--- config.mk ---
export PLATFORM = sky130hd
export DESIGN_NAME = nearest_palette_color_core
export DESIGN_NICKNAME = d
export VERILOG_FILES = /design/src/design/npc_pkg.sv /design/src/design/npc_ctrl.sv /design/src/design/npc_datapath.sv /design/src/design/nearest_palette_color_core.sv
export SDC_FILE = /design/constraint.sdc
export NUM_CORES = 1
export LEC_CHECK = 0
export ABC_AREA = 1
export BUFFER_PORTS_ARGS = -buffer_cell sky130_fd_sc_hd__buf_4
export CAP_MARGIN = 20
export CORE_ASPECT_RATIO = 1.75
export CORE_MARGIN = 8
export CORE_UTILIZATION = 40
export CTS_BUF_LIST = sky130_fd_sc_hd__clkbuf_4
export DETAILED_ROUTE_END_ITERATION = 16
export PLACE_DENSITY = 0.64
export SLEW_MARGIN = 0
export SYNTH_ARGS = -nofsm -noshare
export SYNTH_HDL_FRONTEND = slang
export SYNTH_SLANG_ARGS = --single-unit
--- constraint.sdc ---
create_clock -name clk -period 9.3 [get_ports clk]
set_input_delay 0.465 -clock clk [delete_from_list [all_inputs] [get_ports clk]]
set_output_delay 0.465 -clock clk [all_outputs]
set_load 0.01 [all_outputs]
--- src/design/npc_pkg.sv ---
// ----------------------------------------------------------------------------
// npc_pkg
// Shared types, constants and palette functions for the nearest palette
// color core.
// ----------------------------------------------------------------------------
package npc_pkg;

	localparam int unsigned BasicEntries = 16;
	localparam int unsigned CubeEntries  = 216;
	localparam int unsigned GreyEntries  = 24;
	localparam int unsigned CubeDigits   = 6;
	localparam int unsigned GreyBase     = 8;
	localparam int unsigned GreyStep     = 10;
	localparam int unsigned XtermOffset  = 16;

	localparam logic [7:0] LastBasic = 8'(BasicEntries - 1);
	localparam logic [7:0] LastXterm = 8'(CubeEntries + GreyEntries - 1);
	localparam logic [7:0] XtermBase = 8'(XtermOffset);
	localparam logic [2:0] LastDigit = 3'(CubeDigits - 1);

	localparam int unsigned DistW = 18;   // 3 * 255^2 < 2^18

	localparam logic       ModeBasic = 1'b0;
	localparam logic       ModeXterm = 1'b1;

	typedef enum logic [2:0] {
		ST_IDLE = 3'b001,
		ST_RUN  = 3'b010,
		ST_WAIT = 3'b100
	} ctl_state_t;

	// controller -> datapath
	typedef struct packed {
		logic start;   // capture request, reset search
		logic issue;   // push current entry into the distance pipe
		logic emit;    // load result register
	} dp_cmd_t;

	// datapath -> controller
	typedef struct packed {
		logic at_last; // entry counter points at the last palette entry
		logic done;    // best index holds the final answer
	} dp_stat_t;

	function automatic logic [23:0] basic_rgb(input logic [3:0] n);
		logic [23:0] c;
		case (n)
			4'd0:    c = 24'h000000;
			4'd1:    c = 24'h800000;
			4'd2:    c = 24'h008000;
			4'd3:    c = 24'h808000;
			4'd4:    c = 24'h000080;
			4'd5:    c = 24'h800080;
			4'd6:    c = 24'h008080;
			4'd7:    c = 24'hc0c0c0;
			4'd8:    c = 24'h808080;
			4'd9:    c = 24'hFF0000;
			4'd10:   c = 24'h00FF00;
			4'd11:   c = 24'hFFFF00;
			4'd12:   c = 24'h0000FF;
			4'd13:   c = 24'hFF00FF;
			4'd14:   c = 24'h00FFFF;
			default: c = 24'hFFFFFF;
		endcase
		return c;
	endfunction

	function automatic logic [7:0] cube_level(input logic [2:0] d);
		logic [7:0] v;
		case (d)
			3'd0:    v = 8'h00;
			3'd1:    v = 8'h5f;
			3'd2:    v = 8'h87;
			3'd3:    v = 8'haf;
			3'd4:    v = 8'hd7;
			default: v = 8'hff;
		endcase
		return v;
	endfunction

	function automatic logic [7:0] grey_level(input logic [4:0] k);
		logic [8:0] v;
		v = 9'(GreyBase) + 9'(GreyStep) * {4'd0, k};
		return v[7:0];
	endfunction

	function automatic logic [7:0] abs_diff(input logic [7:0] a, input logic [7:0] b);
		return (a > b) ? (a - b) : (b - a);
	endfunction

endpackage

--- src/design/npc_ctrl.sv ---
// ----------------------------------------------------------------------------
// npc_ctrl
// Search sequencer: accepts a request, walks the palette, hands the result
// to the output register.
// ----------------------------------------------------------------------------
module npc_ctrl (
	input  logic              clk,
	input  logic              arst_n,
	input  logic              in_valid,
	output logic              in_stall,
	input  logic              out_free,
	input  npc_pkg::dp_stat_t stat,
	output npc_pkg::dp_cmd_t  cmd
);
	import npc_pkg::*;

	ctl_state_t state_q, state_d;

	assign in_stall = (state_q != ST_IDLE);

	always_comb begin
		state_d   = state_q;
		cmd       = '0;
		case (state_q)
			ST_IDLE: begin
				if (in_valid) begin
					cmd.start = 1'b1;
					state_d   = ST_RUN;
				end
			end
			ST_RUN: begin
				cmd.issue = 1'b1;
				if (stat.at_last) begin
					state_d = ST_WAIT;
				end
			end
			ST_WAIT: begin
				if (stat.done && out_free) begin
					cmd.emit = 1'b1;
					state_d  = ST_IDLE;
				end
			end
			default: begin
				state_d = ST_IDLE;
			end
		endcase
	end

	always_ff @(posedge clk or negedge arst_n) begin
		if (!arst_n) begin
			state_q <= ST_IDLE;
		end else begin
			state_q <= state_d;
		end
	end

endmodule

--- src/design/npc_datapath.sv ---
// ----------------------------------------------------------------------------
// npc_datapath
// Palette entry walker, two-stage distance pipe and running minimum.
// ----------------------------------------------------------------------------
module npc_datapath (
	input  logic              clk,
	input  logic              arst_n,
	input  npc_pkg::dp_cmd_t  cmd,
	input  logic              mode,
	input  logic [7:0]        red,
	input  logic [7:0]        green,
	input  logic [7:0]        blue,
	output npc_pkg::dp_stat_t stat,
	output logic              mode_used,
	output logic [7:0]        result
);
	import npc_pkg::*;

	logic [7:0]       r_q, g_q, b_q;
	logic             mode_q;
	logic [7:0]       n_q;
	logic [2:0]       cr_q, cg_q, cb_q;
	logic [7:0]       last_n;
	logic [7:0]       grey_k;
	logic [23:0]      entry;

	// stage 1: channel differences
	logic             v_s1, last_s1;
	logic [7:0]       idx_s1;
	logic [7:0]       dr_s1, dg_s1, db_s1;

	// stage 2: distance
	logic             v_s2, last_s2;
	logic [7:0]       idx_s2;
	logic [DistW-1:0] dist_s2;
	logic [15:0]      sq_r, sq_g, sq_b;

	// running best
	logic [DistW-1:0] best_d_q;
	logic [7:0]       best_i_q;
	logic             done_q;

	assign last_n = (mode_q == ModeXterm) ? LastXterm : LastBasic;
	assign grey_k = n_q - 8'(CubeEntries);

	always_comb begin
		if (mode_q == ModeBasic) begin
			entry = basic_rgb(n_q[3:0]);
		end else if (n_q < 8'(CubeEntries)) begin
			entry = {cube_level(cr_q), cube_level(cg_q), cube_level(cb_q)};
		end else begin
			entry = {3{grey_level(grey_k[4:0])}};
		end
	end

	assign stat.at_last = (n_q == last_n);
	assign stat.done    = done_q;
	assign mode_used    = mode_q;
	assign result       = (mode_q == ModeXterm) ? (best_i_q + XtermBase) : best_i_q;

	// request capture and entry walk (cube digits count in base six)
	always_ff @(posedge clk) begin
		if (cmd.start) begin
			r_q    <= red;
			g_q    <= green;
			b_q    <= blue;
			mode_q <= mode;
			n_q    <= '0;
			cr_q   <= '0;
			cg_q   <= '0;
			cb_q   <= '0;
		end else if (cmd.issue) begin
			n_q <= n_q + 8'd1;
			if (cb_q == LastDigit) begin
				cb_q <= '0;
				if (cg_q == LastDigit) begin
					cg_q <= '0;
					cr_q <= (cr_q == LastDigit) ? 3'd0 : cr_q + 3'd1;
				end else begin
					cg_q <= cg_q + 3'd1;
				end
			end else begin
				cb_q <= cb_q + 3'd1;
			end
		end
	end

	always_ff @(posedge clk) begin
		idx_s1  <= n_q;
		last_s1 <= stat.at_last;
		dr_s1   <= abs_diff(r_q, entry[23:16]);
		dg_s1   <= abs_diff(g_q, entry[15:8]);
		db_s1   <= abs_diff(b_q, entry[7:0]);
	end

	assign sq_r = dr_s1 * dr_s1;
	assign sq_g = dg_s1 * dg_s1;
	assign sq_b = db_s1 * db_s1;

	always_ff @(posedge clk) begin
		idx_s2  <= idx_s1;
		last_s2 <= last_s1;
		dist_s2 <= DistW'(sq_r) + DistW'(sq_g) + DistW'(sq_b);
	end

	// later entry wins a tie
	always_ff @(posedge clk) begin
		if (cmd.start) begin
			best_d_q <= '1;
			best_i_q <= '0;
		end else if (v_s2 && (dist_s2 <= best_d_q)) begin
			best_d_q <= dist_s2;
			best_i_q <= idx_s2;
		end
	end

	always_ff @(posedge clk or negedge arst_n) begin
		if (!arst_n) begin
			v_s1   <= 1'b0;
			v_s2   <= 1'b0;
			done_q <= 1'b0;
		end else begin
			v_s1 <= cmd.issue;
			v_s2 <= v_s1;
			if (cmd.start) begin
				done_q <= 1'b0;
			end else if (v_s2 && last_s2) begin
				done_q <= 1'b1;
			end
		end
	end

endmodule

--- src/design/nearest_palette_color_core.sv ---
// ----------------------------------------------------------------------------
// nearest_palette_color_core
// Maps a 24-bit RGB color to the index of the nearest terminal palette entry.
// ----------------------------------------------------------------------------
// One request carries red, green and blue; one result carries palette_index,
// the entry with the smallest sum of squared channel differences (on a tie the
// higher entry number wins). palette_mode selects the palette: 0 searches the
// 16 basic ANSI colors and returns 0..15, 1 (reset value) searches the 216
// cube and 24 grey entries and returns 16..255. Write palette_mode only while
// no request is in flight. A single distance unit walks the palette one entry
// per cycle through a two-stage difference/square pipe, over the 16 basic
// entries or the 240 xterm entries. in_stall is high for the whole search;
// the result sits in an output register, so the next request is taken as
// soon as the previous result is loaded there, even if the sink is still
// stalling.
// ----------------------------------------------------------------------------
module nearest_palette_color_core (
	input  logic       clk,
	input  logic       arst_n,
	// config
	input  logic       palette_mode_wr_en,
	input  logic       palette_mode,
	// request
	input  logic       in_valid,
	output logic       in_stall,
	input  logic [7:0] red,
	input  logic [7:0] green,
	input  logic [7:0] blue,
	// result
	output logic       out_valid,
	input  logic       out_stall,
	output logic [7:0] palette_index
);
	import npc_pkg::*;

	logic       mode_q;
	dp_cmd_t    cmd;
	dp_stat_t   stat;
	logic       out_free;
	logic       mode_used;
	logic [7:0] result;
	logic       out_valid_q;
	logic [7:0] palette_index_q;

	// mode register, reset to the xterm palette
	always_ff @(posedge clk or negedge arst_n) begin
		if (!arst_n) begin
			mode_q <= ModeXterm;
		end else if (palette_mode_wr_en) begin
			mode_q <= palette_mode;
		end
	end

	// result register may be refilled in the cycle the sink takes it
	assign out_free = !out_valid_q || !out_stall;

	npc_ctrl u_ctrl (
		.clk      (clk),
		.arst_n   (arst_n),
		.in_valid (in_valid),
		.in_stall (in_stall),
		.out_free (out_free),
		.stat     (stat),
		.cmd      (cmd)
	);

	npc_datapath u_dp (
		.clk       (clk),
		.arst_n    (arst_n),
		.cmd       (cmd),
		.mode      (mode_q),
		.red       (red),
		.green     (green),
		.blue      (blue),
		.stat      (stat),
		.mode_used (mode_used),
		.result    (result)
	);

	always_ff @(posedge clk or negedge arst_n) begin
		if (!arst_n) begin
			out_valid_q <= 1'b0;
		end else if (cmd.emit) begin
			out_valid_q <= 1'b1;
		end else if (!out_stall) begin
			out_valid_q <= 1'b0;
		end
	end

	always_ff @(posedge clk) begin
		if (cmd.emit) begin
			palette_index_q <= result;
		end
	end

	assign out_valid     = out_valid_q;
	assign palette_index = palette_index_q;

	// an accepted request keeps the input side closed for the search
	a_busy_after_accept: assert property (@(posedge clk) disable iff (!arst_n)
		(in_valid && !in_stall) |=> in_stall)
		else $error("input not stalled after accept");

	// a result is only loaded once the search finished and the register is free
	a_emit_legal: assert property (@(posedge clk) disable iff (!arst_n)
		cmd.emit |-> (stat.done && out_free))
		else $error("result loaded early");

	// the index range follows the palette used for the search
	a_index_range: assert property (@(posedge clk) disable iff (!arst_n)
		cmd.emit |=> ((mode_used == ModeXterm) ? (palette_index >= XtermBase)
			: (palette_index <= LastBasic)))
		else $error("palette index out of range for mode");

	// no result while a search is starting
	a_no_emit_on_start: assert property (@(posedge clk) disable iff (!arst_n)
		cmd.start |-> !cmd.emit && !cmd.issue)
		else $error("start overlaps search");

endmodule

# --- Yosys cells after proc, flatten, opt, wreduce, memory -nomap -nowiden ---
# Memory sizes are Yosys's and may differ from the RTL's. A register that Yosys moved wholly into a read port is not among the register bits.
# Index checks and enable logic that the tools add are counted.
totals:
  out_inout_bits: 10
  n_memories: 1
  rom_bits: 384
  word_cells: 115
  inputBits: 30
  register_bits: 144
mem_list:
  columns: ["memory", "depth", "width", "rd", "rd_ports_with_merged_regs", "write_ports", "line", "source"]
  rows:
  - ["(no name shown)", 16, 24, 1, 1, 0, "npc_pkg.sv:47", "case (n)"]
op_classes:
  eq_ne: 24
  reduce_logical: 13
  multipliers: 4
  magnitude_cmp: 5
  mux: 28
  addsub: 15
op_table:
  columns: ["op", "count"]
  rows:
  - ["one-hot mux 8 bit (5 select lines)", 3]
  - ["multiplier 8 x 8 -> 16 bit", 3]
  - ["two-way mux 24 bit", 2]
  - ["subtractor 8 bit", 6]
  - ["two-way mux 8 bit", 5]
  - ["greater-than comparator 8 bit", 3]
  - ["equality test 3 x 2 -> 1 bit (second input constant)", 7]
  - ["equality test 3 bit (second input constant)", 7]
  - ["adder 18 x 16 -> 18 bit", 1]
  - ["less-or-equal comparator 18 bit", 1]
  - ["two-way mux 3 bit", 6]
  - ["adder 16 x 16 -> 17 bit", 1]
  - ["equality test 3 x 1 -> 1 bit (second input constant)", 4]
  - ["adder 3 x 1 -> 3 bit (second input constant)", 3]
  - ["logical NOT 3 bit", 3]
  - ["two-way mux 1 bit", 9]
  - ["one-hot mux 3 bit (3 select lines)", 1]
  - ["adder 4 x 8 -> 8 bit (first input constant)", 1]
  - ["adder 8 x 1 -> 8 bit (second input constant)", 1]
  - ["adder 8 x 5 -> 8 bit (second input constant)", 1]
  - ["equality test 8 bit", 1]
  - ["less-than comparator 8 bit (second input constant)", 1]
  - ["two-way mux 4 bit", 2]
  - ["multiplier 3 x 5 -> 7 bit (first input constant)", 1]
  - ["10 further kinds", 16]

# --- Depth between registers and ports, before layout ---
depth:
  ltp_word: 7
  mapped_depth: 34
  mapped_depth_nobuf: 33

# --- Hierarchy ---
# Synthesis repeated with hierarchy kept, for this count alone.
unflattened:
  cells_unflattened: 1675
  area_unflattened_um2: 13780.7
by_module_without_submodules:
  columns: ["module", "cells_each", "seq_area_each_um2", "n_inst", "area_each_um2"]
  rows:
  - ["npc_datapath", 1634, 3067.9, 1, 13291.5]
  - ["nearest_palette_color_core", 17, 291.5, 1, 317.8]
  - ["npc_ctrl", 24, 76.3, 1, 171.4]

# --- Worst setup path before layout ---
# Ideal clock, no wire load.
synth_timing:
  path_type: "register to register"
  from: "reg u_dp.dr_s1[4]"
  to: "reg u_dp.dist_s2[12]"
  slack_ns: 1.328
  n_path_buf: 1
  arrival_time_ns: 7.860
  period_less_slack_ns: 7.972
  path_stages_with_launch: 31
  setup_ns: 0.112
  required_time_ns: 9.188
  path_cell_list: "dfxtp_1 > clkbuf_1 > nand2_1 > fa_1 > fa_1 > inv_1 > fa_1 > fa_1 > fa_1 > inv_1 > fa_1 > inv_1 > ha_1 > a21oi_1 > nand2_1 > xnor2_1 > fa_1 > fa_1 > inv_1 > fa_1 > inv_1 > fa_1 > inv_1 > ha_1 > a21oi_1 > a21boi_0 > o21ai_0 > nand2_1 > nand2_1 > nand2_1 > nand2_1"
synth_via:
  elab_chain_len: 3
synth_lines:
  columns: ["element", "line", "source"]
  rows:
  - ["start: declaration", "npc_datapath.sv:30", "logic [7:0] dr_s1, dg_s1, db_s1;"]
  - ["start signal: assignment", "npc_datapath.sv:91", "dr_s1 <= abs_diff(r_q, entry[23:16]);"]
  - ["multiplier 8 x 8 -> 16 bit", "npc_datapath.sv:96", "assign sq_r = dr_s1 * dr_s1;"]
  - ["adder 16 x 16 -> 17 bit", "npc_datapath.sv:103", "dist_s2 <= DistW'(sq_r) + DistW'(sq_g) + DistW'(sq_b);"]
  - ["adder 18 x 16 -> 18 bit", "npc_datapath.sv:103", null]
  - ["end signal: assignment", "npc_datapath.sv:103", null]
  - ["end: declaration", "npc_datapath.sv:35", "logic [DistW-1:0] dist_s2;"]
# Every way passes these cells.
# A chain may end at the register's enable or synchronous reset.

# --- Worst setup path after layout ---
layout_timing:
  from: "reg u_dp.dr_s1[0]"
  to: "reg u_dp.dist_s2[12]"
# Same word-level chain as after synthesis.

==> results by group <==
Synthesis
  • Compound-Gate Fraction of Synth Area: 7.85%
  • Instance count of the mapped netlist: 1739
  • Mapped Nets: 2065
  • Seq/Total Area, Yosys: 24.6%
  • Synth area leaders: fa_1 (18%), dfxtp_1 (16%), ha_1 (15%)
  • Post-synth EDFFs: 33
  • Post-synth top flop: dfxtp_1
  • Adder-cell area share of the yosys netlist: 33.1%
  • Synthesis Warnings: 0
  • Simple-gate portion of the synthesized area: 16.5%
  • Yosys reg bits: 153
  • Netlist cell types: 51
  • Largest family of logic cells by synthesized area: adder cells
  • Syn_area_per_cell: 8.05 um2
  • Post-synth ARST share: 5.23%
  • Cell Area, Synth: 14000 um2
  • Proportion of synthesized area in mux cells: 0.152%
  • Synth top area share: 17.7%
  • Synth area leader: fa_1
  • XOR/XNOR Fraction of Synth Area: 4.76%

Worst setup path
  • CP most frequent cell: fa_1
  • Crit Path Class: flop to flop
  • Top delay family on crit path: adder cells
  • R2r endpoint: u_dp.dist_s2[12]
  • Slowest CP cell: dfxtp_1
  • R2R depth: 29
  • CP Launch Type: flop
  • R2r startpoint: u_dp.dr_s1[0]
  • CP endpoint kind: flop
  • Arrival @ worst endpoint: 9.10 ns
  • Worst EP required: 9.83 ns
  • WP buf/inv: 6
  • Critical Path Max Stage Delay: 0.58 ns
  • Reg-to-reg slack, setup: 0.73 ns
  • CP max FO: 9

Job
  • Max Cap Viol: 0

Global route
  • Vias in the first global route: 11000
  • GRT Resource Usage Total: 15.2%
  • Initial antenna violation count: 1
  • Gr ovfl total: 0
  • First-pass GRT wire length: 50100 um
  • Largest net degree at the start of global routing: 38

Detailed routing
  • DRC: 0
  • Iter 0 DRT Violations: 331
  • Average vias per placed instance: 4.74
  • DR WL/cell: 13.5 um
  • Total wire length: 30400 um
  • DRT antenna net count: 0
  • Vias post-DR: 10700
  • DRT Pass-1 Iters: 5

Finish
  • Share of cells above drive strength 1: 6.21%
  • Fillers: 3518
  • Nets: 2101
  • Area grow syn2layout: 8.64%

Placement
  • Buffers on Ports: 39
  • HPWL after DPL: 25700 um
  • Final GP Congestion: 0.882

STA
  • Max Freq: 117 MHz
  • Worst Tran Pin Value: 0.759 ns
  • Clk_skew: 0.0411 ns
  • Unrepaired setup endpoints after global routing: no
  • Final Hold Fails: 0
  • Slew headroom: 49.4%
  • Crit share post-route: 92.2%
  • TNS Setup: 0 ns
  • Max Slew Vio Count: 0
  • Setup-failing EPs final: 0
  • Post-layout min period: 8.57 ns

Worst hold path
  • Min-Delay Endpoint: mode_q
  • Hold Crit Class: primary input to flop
  • Hold depth: 2
  • Min-delay src: palette_mode

Clock network
  • Clk slew on worst S/H paths: 0.17 ns
  • CTS Buf Count: 17
  • Root buffer cell: clkbuf_4
  • Clk sinks: 153
  • Skew-Pair Late Insertion Delay: 0.61 ns
  • Clock buffer depth: 2
  • CTS tree: built
  • PostCTS Resize Cnt: 0
  • CTS H-tree lvls: 4

Die
  • Ports: 40
  • Initial Util: 40.6%
  • Die Ht: 263 um
  • Die Area: 41500 um2
  • # rows: 90
  • CORE AREA: 34500 um2
  • Die Wd: 157 um

Outcome
  • Outcome: finished clean
## worst max path at each step
stage	startpoint	cells after the start	endpoint
2_1_floorplan	u_dp.dr_s1[4]	30	u_dp.dist_s2[12]
3_3_place_gp	u_dp.dr_s1[0]	29	u_dp.dist_s2[12]
3_5_place_dp	u_dp.dr_s1[0]	29	u_dp.dist_s2[12]
4_1_cts	u_dp.dr_s1[0]	29	u_dp.dist_s2[12]
5_1_grt	u_dp.dr_s1[0]	29	u_dp.dist_s2[12]
6_report	u_dp.dr_s1[0]	29	u_dp.dist_s2[12]
## synth_stat cells (22+ instances only)
master,number
a21oi_1,94
clkbuf_1,22
dfxtp_1,112
edfxtp_1,33
fa_1,124
ha_1,172
inv_1,414
nand2_1,323
nand3_1,70
nor2_1,100
o21ai_0,53
xnor2_1,26
xor2_1,50
## kinds of logic (layout without fill, tap and decap cells)
kind of cell	after synthesis	count (layout)
AOI/OAI and AO/OA	196	196
DFF	153	153
other	0	1
adders and majority gates	296	296
buffers and inverters	474	523
xor gates and xnor gates	76	76
and+or+nand+nor	542	542
muxes	2	2
## final cells by class
cell class / instances / area (um2) / area share [%]
antenna: 1 / 2.50 / 0.0165
clock buffer: 17 / 128 / 0.839
clock inverter: 15 / 180 / 1.19
inverter: 426 / 1600 / 10.6
multi-input combinational: 1112 / 8730 / 57.4
sequential: 153 / 3440 / 22.6
tap: 460 / 576 / 3.79
timing repair buffer: 65 / 551 / 3.62
## per-layer routing
layer	global-route usage, %	up-vias	routed length [um]
met5	0	-	0
met2	30.1	191	17300
met1	13.2	4992	10100
li1	-	5378	-
met3	1.85	90	603
met4	11.9	0	2300
## timing repair
action,4_1_cts,5_1_grt
hold buffers,25,0
endpoints found under the hold margin,32,0
setup buffers,0,0
## sequential cells by signal (all words and copies together) (netlist names), 3 cells and up, named ones only
| signal | cells |
|---|---|
| u_dp.r_q | 8 |
| u_dp.best_d_q | 18 |
| u_dp.n_q | 8 |
| u_dp.cb_q | 3 |
| u_ctrl.state_q | 3 |
| u_dp.dist_s2 | 18 |
| u_dp.db_s1 | 8 |
| u_dp.dr_s1 | 8 |
| u_dp.dg_s1 | 8 |
| u_dp.idx_s1 | 8 |
| palette_index | 8 |
| u_dp.cg_q | 3 |
| u_dp.g_q | 8 |
| u_dp.idx_s2 | 8 |
| u_dp.b_q | 8 |
| u_dp.cr_q | 3 |
| u_dp.best_i_q | 8 |
## through the flow
step | hold WS [ns] | area (um2) | setup slack, ns | utilization (%) | cells
floorplan | 0.169 | 14000 | 1.33 | - | 1739
global route | 0.0133 | 15200 | 0.371 | 44.1 | 2249
CTS | 0.000636 | 15200 | 0.733 | 44.1 | 2248
finish | 0.0780 | 15200 | 0.727 | 44.1 | 2249
global placement | 0.288 | 14600 | 0.903 | 42.5 | 2191
detailed placement | 0.289 | 14600 | 0.731 | 42.5 | 2191
## cell usage in the layout, fill, tap and decap left out, drive strengths merged, types with 4 or more instances in the layout
| master | count |
|---|---|
| a21boi | 4 |
| a21o | 11 |
| a21oi | 94 |
| a31oi | 5 |
| buf | 40 |
| clkbuf | 17 |
| clkinv | 8 |
| dfrtp | 6 |
| dfxtp | 112 |
| dlygate4sd3 | 25 |
| edfxtp | 33 |
| fa | 124 |
| ha | 172 |
| inv | 432 |
| nand2 | 330 |
| nand3 | 74 |
| nand4 | 8 |
| nor2 | 104 |
| nor3 | 17 |
| o21ai | 57 |
| o21bai | 7 |
| o221ai | 4 |
| or2 | 4 |
| xnor2 | 26 |
| xor2 | 50 |
## worst reg2reg max path, delay by kind of cell (launching register included)
family,cells,cell delay (ns)
adder cells (fa/ha/maj),12,5.81
AO/OA/AOI/OAI,4,1.00
AND/OR/NAND/NOR,6,0.59
flip-flops,1,0.58
buffers and inverters,6,0.31
XOR/XNOR,1,0.20
Power is not shown: default switching activity piles up to over one toggle a cycle in this logic, so the estimate is an artifact.
